**config.mk**
```make
export PLATFORM = sky130hd
export DESIGN_NAME = rtnp_fifo
export DESIGN_NICKNAME = d
export VERILOG_FILES = /design/src/rtl/rtnp_pkg.sv /design/src/rtl/rtnp_fifo.sv
export SDC_FILE = /design/constraint.sdc
export NUM_CORES = 1
export LEC_CHECK = 0
export BUFFER_PORTS_ARGS = -buffer_cell sky130_fd_sc_hd__buf_4
export CAP_MARGIN = 25
export CORE_AREA = 2 2 459 461
export DETAILED_ROUTE_END_ITERATION = 16
export DIE_AREA = 0 0 461 463
export PLACE_DENSITY = 0.42
export SLEW_MARGIN = 20
export SYNTH_ARGS = -nofsm -noshare
export SYNTH_HDL_FRONTEND = slang
export SYNTH_SLANG_ARGS = --single-unit
```
**constraint.sdc**
```tcl
create_clock -name clk -period 22.6 [get_ports clk]
set_input_delay 2.26 -clock clk [delete_from_list [all_inputs] [get_ports clk]]
set_output_delay 2.26 -clock clk [all_outputs]
set_load 0.02 [all_outputs]
```
**src/rtl/rtnp_pkg.sv**
```systemverilog
`default_nettype none
package rtnp_pkg;

  localparam int COORD_W = 32;
  localparam int DIFF_W = 33;
  localparam int MUL_W = 35;
  localparam int PROD_W = 70;
  localparam int NRM_W = 67;
  localparam int DEN_W = 66;
  localparam int NUM_W = 68;
  localparam int ACC_W = 104;
  localparam int SPLIT = 34;
  localparam int DIST_W = 64;
  localparam int QUEUE_DEPTH = 2;
  localparam int CFG_IDX_W = 3;

  localparam logic [CFG_IDX_W-1:0] REG_ORIGIN_X = 3'd0;
  localparam logic [CFG_IDX_W-1:0] REG_ORIGIN_Y = 3'd1;
  localparam logic [CFG_IDX_W-1:0] REG_ORIGIN_Z = 3'd2;
  localparam logic [CFG_IDX_W-1:0] REG_DIR_X = 3'd3;
  localparam logic [CFG_IDX_W-1:0] REG_DIR_Y = 3'd4;
  localparam logic [CFG_IDX_W-1:0] REG_DIR_Z = 3'd5;

  typedef logic [2:0][COORD_W-1:0] vec_t;
  typedef logic [2:0][DIFF_W-1:0] dvec_t;

  // ea = c - a, eb = b - c, ec = a - b: the edges in the winding a, c, b.
  typedef struct packed {
    vec_t a;
    vec_t b;
    vec_t c;
    dvec_t ea;
    dvec_t eb;
    dvec_t ec;
    logic last;
  } entry_t;

endpackage
`default_nettype wire

```
**src/rtl/rtnp_fifo.sv**
```systemverilog
`default_nettype none
module rtnp_fifo #(
  parameter int DEPTH = rtnp_pkg::QUEUE_DEPTH
) (
  input  wire logic clk,
  input  wire logic rst_n,
  input  wire logic push_valid,
  output logic push_ready,
  input  wire rtnp_pkg::entry_t push_entry,
  output logic pop_valid,
  input  wire logic pop_ready,
  output rtnp_pkg::entry_t pop_entry
);

  localparam int AW = (DEPTH > 1) ? $clog2(DEPTH) : 1;
  localparam int CW = $clog2(DEPTH + 1);

  rtnp_pkg::entry_t mem_r [DEPTH];
  logic [AW-1:0] wr_ptr_r;
  logic [AW-1:0] rd_ptr_r;
  logic [CW-1:0] count_r;
  logic do_push;
  logic do_pop;

  assign push_ready = (count_r != CW'(DEPTH));
  assign pop_valid = (count_r != '0);
  assign pop_entry = mem_r[rd_ptr_r];
  assign do_push = push_valid && push_ready;
  assign do_pop = pop_valid && pop_ready;

  always_ff @(posedge clk) begin
    if (do_push) begin
      mem_r[wr_ptr_r] <= push_entry;
    end
  end

  always_ff @(posedge clk) begin
    if (!rst_n) begin
      wr_ptr_r <= '0;
      rd_ptr_r <= '0;
      count_r <= '0;
    end else begin
      if (do_push) begin
        wr_ptr_r <= (wr_ptr_r == AW'(DEPTH - 1)) ? '0 : wr_ptr_r + 1'b1;
      end
      if (do_pop) begin
        rd_ptr_r <= (rd_ptr_r == AW'(DEPTH - 1)) ? '0 : rd_ptr_r + 1'b1;
      end
      if (do_push && !do_pop) begin
        count_r <= count_r + 1'b1;
      end else if (do_pop && !do_push) begin
        count_r <= count_r - 1'b1;
      end
    end
  end

endmodule
`default_nettype wire

```
==> results.sh <==
export IMPL_grt_usage=0.1320
export IMPL_r2r_end="mem_r[1][84]"
export IMPL_drt_iter0_drc=1222
export IMPL_ioPinCount=1178
export IMPL_end_kind="output port"
export IMPL_cts_root_buf="clkbuf_16"
export IMPL_reg2regPathDepth=7
export IMPL_hold_viol=0
export IMPL_cpPeakStageDelay_ns=0.82
export IMPL_cts_resized=0
export IMPL_p_per_area_nw_per_um2=118.9
export IMPL_dieArea_um2=213400
export IMPL_tns_ns=0
export IMPL_grt_pass1_vias=23421
export IMPL_crit_chain="buf_12 -> buf_4 -> buf_4 -> buf_4 -> mux2_4 -> buf_4"
export IMPL_synth_top_family_by_area="multiplexers"
export IMPL_clock_sinks=1177
export IMPL_cts_made_buffers=141
export IMPL_synth_mux_area_frac=0.1905
export IMPL_fillCellCount=20848
export IMPL_hold_path_end="count_r[1]"
export IMPL_finalCriticalPeriod_ns=7.627
export IMPL_synth_yosys_warnings=0
export IMPL_final_layout_size_suffix_gt1_frac=0.6135
export IMPL_required_ns=20.34
export IMPL_fin_crit_sh=0.3375
export IMPL_p_leak_nw=23.07
export IMPL_grt_max_degree=117
export IMPL_synthAdderAreaFrac=0.0002764
export IMPL_grt_pass1_wl_um=195900
export IMPL_antenna_found_initial=59
export IMPL_core_um2=208500
export IMPL_drc_errors=0
export IMPL_slew_headroom=0.3149
export IMPL_yosys_area_share_simple=0.001271
export IMPL_wl_per_cell_um=24.25
export IMPL_stdcell_count=6053
export IMPL_hold_class="reg -> reg"
export IMPL_place_congestion=0.7890
export IMPL_die_w_um=461
export IMPL_ctsHtreeMaxLevel=4
export IMPL_critical_path_class="reg -> out"
export IMPL_portBuffers=1177
export IMPL_postCtsSetupBuffers=0
export IMPL_start_util=0.2171
export IMPL_synth_seq_cells=1177
export IMPL_row_count=168
export IMPL_setup_violations=0
export IMPL_cts_hold_buf=0
export IMPL_arrival_ns=5.37
export IMPL_r2r_start="count_r[0]"
export IMPL_synth_area_um2=45270
export IMPL_postRouteAntennaNets=0
export IMPL_synthXorXnorAreaFrac=0.0005804
export IMPL_placed_cells=5794
export IMPL_area_growth_pct=35.20
export IMPL_path_max_fanout=111
export IMPL_die_h_um=463
export IMPL_critPathMostFrequentCell="buf_4"
export IMPL_rsz0062_at_grt="no"
export IMPL_hold_start="count_r[1]"
export IMPL_drv_slew=0
export IMPL_worstSkewPairLatency_ns=0.76
export IMPL_route_vias_total=22651
export IMPL_max_freq_ghz=0.1311
export IMPL_clock_tree_buffer_depth=3
export IMPL_cts_tree="yes"
export IMPL_start_kind="flop"
export IMPL_wl_um=146800
export IMPL_ys_types=22
export IMPL_worstHoldPathCells=2
export IMPL_worst_pin_slew_ns=1.028
export IMPL_ir_drop_mv=0.06744
export IMPL_grt_ovfl_total=0
export IMPL_clock_skew_final_ns=0.02068
export IMPL_rrSetupSlack_ns=17.70
export IMPL_synth_compound_area_frac=0.0007739
export IMPL_drtPass1Iterations=5
export IMPL_viasPerCell=3.742
export IMPL_dp_hpwl_um=108300
export IMPL_syn_nets=2438
export IMPL_ys_seq_area_frac=0.7797
export IMPL_cap_violations=0
export IMPL_postSynthCellCount=1847
export IMPL_status="completed"
export IMPL_clkTransAtPathRegs_ns=0.05
export IMPL_finalNetCount=3727
export IMPL_crit_path_top_delay_cell="buf_4"
export IMPL_syn_avg_cell_area_um2=24.51
[report_power, final]
part / switching (mW) / internal (mW)
logic: 1.27 / 1.04
clock network: 0.907 / 1.26
registers: 0.0687 / 2.73
[layout by cell type, fill, tap and decap left out, types with 4 or more instances in the layout]
master,instances
clkbuf_16,144
clkinv_2,17
mux2_4,540
bufinv_16,8
mux2_2,46
edfxtp_1,1172
clkinv_8,5
buf_4,1203
and2_1,4
buf_16,5
diode_2,11
clkbuf_1,31
clkinv_1,29
dfxtp_1,4
[synthesized netlist by cell type]
library cell / count / share of area
buf_6: 2 / 0.00050
dfxtp_1: 5 / 0.0022
or3_1: 1 / 0.00014
xor2_1: 1 / 0.00019
nand3b_1: 1 / 0.00017
inv_1: 1 / 0.000083
o21ai_0: 1 / 0.00011
o21ai_1: 1 / 0.00011
buf_4: 4 / 0.00066
buf_12: 55 / 0.024
edfxtp_1: 1172 / 0.78
buf_8: 4 / 0.0013
xnor2_1: 2 / 0.00039
ha_1: 1 / 0.00028
and3_1: 1 / 0.00014
mux2_2: 46 / 0.011
and2_1: 4 / 0.00055
or2_2: 1 / 0.00014
a21bo_2: 1 / 0.00022
a21boi_0: 2 / 0.00033
mux2_4: 540 / 0.18
nand2b_1: 1 / 0.00014
[per-stage QoR]
stage	setup slack (ns)	utilization	power, mW	hold WS (ns)	instance area (µm²)
after CTS	14.75	0.2929	7.429	0.5374	61070
after global routing	14.61	0.2934	7.587	0.5922	61190
final	14.97	0.2935	7.275	0.5416	61210
after global placement	15.55	0.2717	5.215	0.5159	56660
after floorplan	5.989	-	4.496	0.4859	45270
after detailed placement	15.58	0.2719	5.212	0.5213	56690
[metal layers]
layer  vias to the layer above  track usage  part of all wire
li1                      10015            -                 -
met1                     11402       0.1443              0.37
met2                       922       0.2189              0.48
met3                       246      0.07410              0.12
met4                        66      0.03502             0.020
met5                         -            0            0.0028
[critical path: cells and delay by family, from the launching register on]
family	cells	cell delay, ns
buffers and inverters	5	3.15
flip-flops	1	0.78
multiplexers	1	0.36
[worst max-delay path by stage]
stage                     cells past startpoint  startpoint             end
final                                         6        flop  pop_entry[311]
after global routing                          6        flop  pop_entry[311]
after CTS                                     6        flop  pop_entry[311]
after detailed placement                      6  push_valid    mem_r[1][69]
after global placement                        6  push_valid    mem_r[1][69]
after floorplan                               1  push_valid     mem_r[1][0]
[flip-flops by register name, indices dropped and copies added (netlist names), named ones only]
name / count
wr_ptr_r: 1
count_r: 2
rd_ptr_r: 1
mem_r: 1172
[kinds of logic after synthesis]
kind of cell,count (synthesis)
multiplexers,586
AO/OA/AOI/OAI,5
AND/OR/NAND/NOR,9
adder cells (fa/ha/maj),1
XOR/XNOR,3
buffers and inverters,66
flip-flops,1177
[cell type report]
| cell class | count | area (µm²) | share of cell area |
|---|---|---|---|
| Sequential cell | 1177 | 35300 | 0.5767 |
| Multi-Input combinational cell | 604 | 8762 | 0.1432 |
| Timing Repair Buffer | 1211 | 9220 | 0.1506 |
| Antenna cell | 11 | 27.53 | 0.0004497 |
| Inverter | 1 | 11.26 | 0.0001840 |
| Clock inverter | 69 | 656.9 | 0.01073 |
| Clock buffer | 175 | 3720 | 0.06078 |
| Tap cell | 2805 | 3510 | 0.05734 |
Power figures use the tool's default switching activity.
