`src/rtl/rtnp_pkg.sv`:
```
`default_nettype none
package rtnp_pkg;

  localparam int COORD_W = 32;
  localparam int DIFF_W = 33;
  localparam int MUL_W = 35;
  localparam int PROD_W = 70;
  localparam int NRM_W = 67;
  localparam int DEN_W = 66;
  localparam int NUM_W = 68;
  localparam int ACC_W = 104;
  localparam int SPLIT = 34;
  localparam int DIST_W = 64;
  localparam int QUEUE_DEPTH = 2;
  localparam int CFG_IDX_W = 3;

  localparam logic [CFG_IDX_W-1:0] REG_ORIGIN_X = 3'd0;
  localparam logic [CFG_IDX_W-1:0] REG_ORIGIN_Y = 3'd1;
  localparam logic [CFG_IDX_W-1:0] REG_ORIGIN_Z = 3'd2;
  localparam logic [CFG_IDX_W-1:0] REG_DIR_X = 3'd3;
  localparam logic [CFG_IDX_W-1:0] REG_DIR_Y = 3'd4;
  localparam logic [CFG_IDX_W-1:0] REG_DIR_Z = 3'd5;

  typedef logic [2:0][COORD_W-1:0] vec_t;
  typedef logic [2:0][DIFF_W-1:0] dvec_t;

  // ea = c - a, eb = b - c, ec = a - b: the edges in the winding a, c, b.
  typedef struct packed {
    vec_t a;
    vec_t b;
    vec_t c;
    dvec_t ea;
    dvec_t eb;
    dvec_t ec;
    logic last;
  } entry_t;

endpackage
`default_nettype wire

```
`src/rtl/rtnp_front.sv`:
```
`default_nettype none
module rtnp_front (
  input  wire logic clk,
  input  wire logic rst_n,
  input  wire logic in_tvalid,
  output logic in_tready,
  input  wire logic [9*rtnp_pkg::COORD_W-1:0] in_tdata,
  input  wire logic in_tlast,
  output logic push_valid,
  input  wire logic push_ready,
  output rtnp_pkg::entry_t push_entry
);

  logic fr_valid_r;
  rtnp_pkg::entry_t fr_ent_r;
  rtnp_pkg::entry_t ent_nxt;

  assign in_tready = !fr_valid_r || push_ready;
  assign push_valid = fr_valid_r;
  assign push_entry = fr_ent_r;

  always_comb begin
    ent_nxt.last = in_tlast;
    for (int k = 0; k < 3; k++) begin
      ent_nxt.a[k] = in_tdata[k*32 +: 32];
      ent_nxt.b[k] = in_tdata[(3+k)*32 +: 32];
      ent_nxt.c[k] = in_tdata[(6+k)*32 +: 32];
      ent_nxt.ea[k] = 33'($signed(ent_nxt.c[k])) - 33'($signed(ent_nxt.a[k]));
      ent_nxt.eb[k] = 33'($signed(ent_nxt.b[k])) - 33'($signed(ent_nxt.c[k]));
      ent_nxt.ec[k] = 33'($signed(ent_nxt.a[k])) - 33'($signed(ent_nxt.b[k]));
    end
  end

  always_ff @(posedge clk) begin
    if (!rst_n) begin
      fr_valid_r <= 1'b0;
    end else begin
      if (in_tvalid && in_tready) begin
        fr_valid_r <= 1'b1;
        fr_ent_r <= ent_nxt;
      end else if (push_ready) begin
        fr_valid_r <= 1'b0;
      end
    end
  end

endmodule
`default_nettype wire

```
`config.mk`:
```
export PLATFORM = sky130hd
export DESIGN_NAME = rtnp_front
export DESIGN_NICKNAME = d
export VERILOG_FILES = /design/src/rtl/rtnp_pkg.sv /design/src/rtl/rtnp_front.sv
export SDC_FILE = /design/constraint.sdc
export NUM_CORES = 1
export LEC_CHECK = 0
export ABC_AREA = 0
export BUFFER_PORTS_ARGS = -buffer_cell sky130_fd_sc_hd__buf_2
export CAP_MARGIN = 20
export CORE_AREA = 2 2 346 348
export DETAILED_ROUTE_END_ITERATION = 6
export DIE_AREA = 0 0 348 350
export PLACE_DENSITY = 0.5
export RECOVER_POWER = 50
export REMOVE_ABC_BUFFERS = 1
export SYNTH_ARGS = -nofsm -noshare
export SYNTH_HDL_FRONTEND = slang
export SYNTH_SLANG_ARGS = --single-unit
```
`constraint.sdc`:
```
create_clock -name clk -period 22.6 [get_ports clk]
set_input_delay 2.26 -clock clk [delete_from_list [all_inputs] [get_ports clk]]
set_output_delay 2.26 -clock clk [all_outputs]
set_load 0.05 [all_outputs]
```
==> out/metrics.yaml <==
clock_sinks: 587
r2r-end: "push_entry[400]$_DFFE_PP_"
cp.required_ns: 22.87
critPathMaxStageDelay_ns: 1.51
cts_tree: "built"
area_growth_pct: 23.82
p_int_mw: 2.211
max_slew_margin: -0.3272
critPathArrivalTime_ns: 7.46
path_buf_inv: 5
worstSetupStartpoint: "push_ready"
switching_power_mw: 1.086
cp-end-kind: "register"
mappedNetlistArea_um2: 32380
yosysSeqAreaShare: 0.5440
postRouteAntennaNets: 0
cts_htree_levels: 3
drcViolationCount: 0
hold_path.class: "reg -> reg"
ys_ff_latch: 587
cp.depth: 7
initial_core_util: 0.2750
drtIter0Drc: 1701
clock_skew_ns: 0.03538
die_w_um: 348
start_kind: "primary input"
worst_pin_slew_ns: 1.991
ios: 881
tns_ns: 0
fp-row-count: 126
layout_min_cycle_time_ns: 7.195
fmax_mhz: 139.0
cts-root-buf: "clkbuf_16"
synthCells: 2808
wl_per_cell_um: 20.70
synth.distinct_cells: 72
place_ws_ns: 15.71
core-area_um2: 117800
fin_crit_sh: 0.3184
clk_pin_slew_ns: 0.05
cp_top_family: "buffers and inverters"
grt_pass1_vias: 23990
slew_viol_final: 46
slowest_stage: "and3_1"
final_hold_viol_count: 0
rsz0062_at_grt: "no"
numCtsBuffers: 74
async_flop_share: 0
port_buffers: 880
clk_latency_ns: 0.65
gp_congestion: 0.8716
ys.flop_type: "edfxtp_1"
power_density_nw_per_um2: 82.24
dieArea_um2: 121800
outcome: "finished, violations left"
p_total_mw: 3.297
clock_path_buffers: 3
crit_top_cell: "buf_4"
power.share.clock: 0.354
swShare: 0.3294
layout.nets: 4340
cts_resized: 0
violations: "max-capacitance violations, max-slew violations"
regToRegSetupSlack_ns: 16.85
critPathMaxFanout: 74
worstSetupPathType: "in -> reg"
worstSetupEndpoint: "push_entry[400]$_DFFE_PP_"
overflow: 0
fp.dieH_um: 350
yosys_warnings: 0
drive_gt1_frac: 0.06462
routed_via_density: 4.675
final_util: 0.3405
setup_viol: 0
synth_edf_count: 586
grt_max_degree: 75
postCtsSetupRepairBufs: 0
grt_pass1_wl_mm: 156.5
crit_chain: "buf_2, nand2b_1, and3_1, buf_4, buf_4, buf_4, buf_4"
vdd_drop_max_mv: 0.05752
dp.cells: 5210
drtPass1Iterations: 7
hold_buffers: 0
r2r_cells: 6
hpwl_mm: 90.41
leakage_nw: 16.09
fin_cells: 5348
maxCapViolCount: 1
num_vias: 25000
worst_slack_ns: 15.41
avgSynthCellArea_um2: 11.53
seq_power_share: 0.401
p_comb_frac: 0.244
antenna_found_initial: 16
grt_use_total: 0.1744
routed_wl_mm: 110.7
reg2reg_from: "push_valid$_SDFFE_PN0P_"
## cells in the mapped netlist, drive strengths merged (4+ instances only)
| cell type | n | area (um2) |
|---|---|---|
| nor2 | 147 | 551.8 |
| a41oi | 6 | 52.55 |
| nor3b | 4 | 30.03 |
| o21ai | 140 | 704.4 |
| a21o | 115 | 863.3 |
| nand2 | 126 | 473.0 |
| a21boi | 14 | 108.9 |
| ha | 288 | 3603 |
| nand2b | 36 | 225.2 |
| inv | 380 | 1426 |
| clkbuf | 24 | 90.09 |
| xor2 | 71 | 621.9 |
| and2 | 17 | 106.4 |
| o21bai | 28 | 210.2 |
| a211oi | 19 | 142.6 |
| fa | 9 | 180.2 |
| edfxtp | 586 | 17600 |
| a31oi | 36 | 225.2 |
| o221ai | 5 | 43.79 |
| nor2b | 50 | 320.3 |
| o211ai | 18 | 135.1 |
| and4 | 4 | 35.03 |
| o31ai | 11 | 82.58 |
| a2111oi | 7 | 73.82 |
| and3 | 22 | 137.6 |
| nor3 | 25 | 125.1 |
| nor4 | 7 | 43.79 |
| a31o | 4 | 35.03 |
| a221o | 10 | 100.1 |
| or2 | 8 | 50.05 |
| or3 | 6 | 37.54 |
| a211o | 4 | 35.03 |
| nand3 | 51 | 255.2 |
| nand3b | 4 | 30.03 |
| a21oi | 240 | 1212 |
| o21a | 36 | 270.3 |
| xnor2 | 166 | 1454 |
| nand4 | 29 | 181.4 |
| o31a | 9 | 78.83 |
## layer usage
layer / wire length, um / vias to the layer above / global-route usage
met1: 46000 / 11870 / 0.2170
met2: 52210 / 847 / 0.2900
met4: 3662 / 6 / 0.06228
met3: 8822 / 150 / 0.04752
li1: - / 12140 / -
met5: 31 / - / 0
## cell families after synthesis
group,synth area share
buffers and inverters,0.04710
adder cells (fa/ha/maj),0.1168
multiplexers,0.0003477
XOR/XNOR,0.06410
AND/OR/NAND/NOR,0.08172
AO/OA/AOI/OAI,0.1459
flip-flops,0.5440
## cell type report
cell class,instances,area [um2]
Sequential cell,587,17620
Clock buffer,89,1929
Timing Repair Buffer,892,3520
Antenna cell,5,12.51
Tap cell,1536,1922
Clock inverter,44,441.7
Multi-Input combinational cell,1815,13230
Fill cell,12260,77670
Inverter,380,1426
## worst min-delay path by stage
stage	slack (ns)	to	depth (start not counted)	from
6_report	0.53	push_valid$_SDFFE_PN0P_	2	push_valid$_SDFFE_PN0P_
5_1_grt	0.57	push_valid$_SDFFE_PN0P_	2	push_valid$_SDFFE_PN0P_
4_1_cts	0.54	push_valid$_SDFFE_PN0P_	2	push_valid$_SDFFE_PN0P_
3_5_place_dp	0.54	push_valid$_SDFFE_PN0P_	2	push_valid$_SDFFE_PN0P_
3_3_place_gp	0.53	push_valid$_SDFFE_PN0P_	2	push_valid$_SDFFE_PN0P_
2_1_floorplan	1.15	push_valid$_SDFFE_PN0P_	2	push_valid$_SDFFE_PN0P_
## metrics by stage
stage                     cell area, um2  hold WS (ns)
after detailed placement           38700        0.5356
after CTS                          41080        0.5421
after global routing               40080        0.5700
final                              40100        0.5344
after global placement             38700        0.5294
after floorplan                    32280         1.147
## flip-flops by register name, summed over array words and instances (netlist names)
name,flops
push_valid,1
push_entry,586
## power by group through the flow
stage | Sequential [mW] | Combinational (mW) | Clock (mW)
final | 1.32 | 0.805 | 1.17
after global routing | 1.33 | 0.873 | 1.24
after CTS | 1.32 | 0.833 | 1.21
after detailed placement | 1.34 | 0.829 | 0
after global placement | 1.34 | 0.829 | 0
after floorplan | 1.59 | 0.362 | 0
## placed cells by master, fill, tap and decap left out, types with 29 or more instances in the layout
cell       Yosys  routed
a31oi_1       36      36
nand2_1      126     126
edfxtp_1     586     586
inv_1        380     380
clkbuf_16      0      75
clkbuf_1      24     793
a21oi_1      239     239
nor2_1       147     147
a21o_1       115     115
xnor2_1      166     166
nor2b_1       49      49
buf_2          1     101
xor2_1        71      71
nand3_1       51      51
ha_1         288     288
nand2b_1      36      36
nand4_1       29      29
o21a_1        36      36
o21ai_0      136     138
## worst min-delay path, stage by stage (launching register included)
cell and delay, ns:
dfxtp_1 0.31, nand2b_1 0.09, a21boi_0 0.08
(Power assumes the default switching activity.)
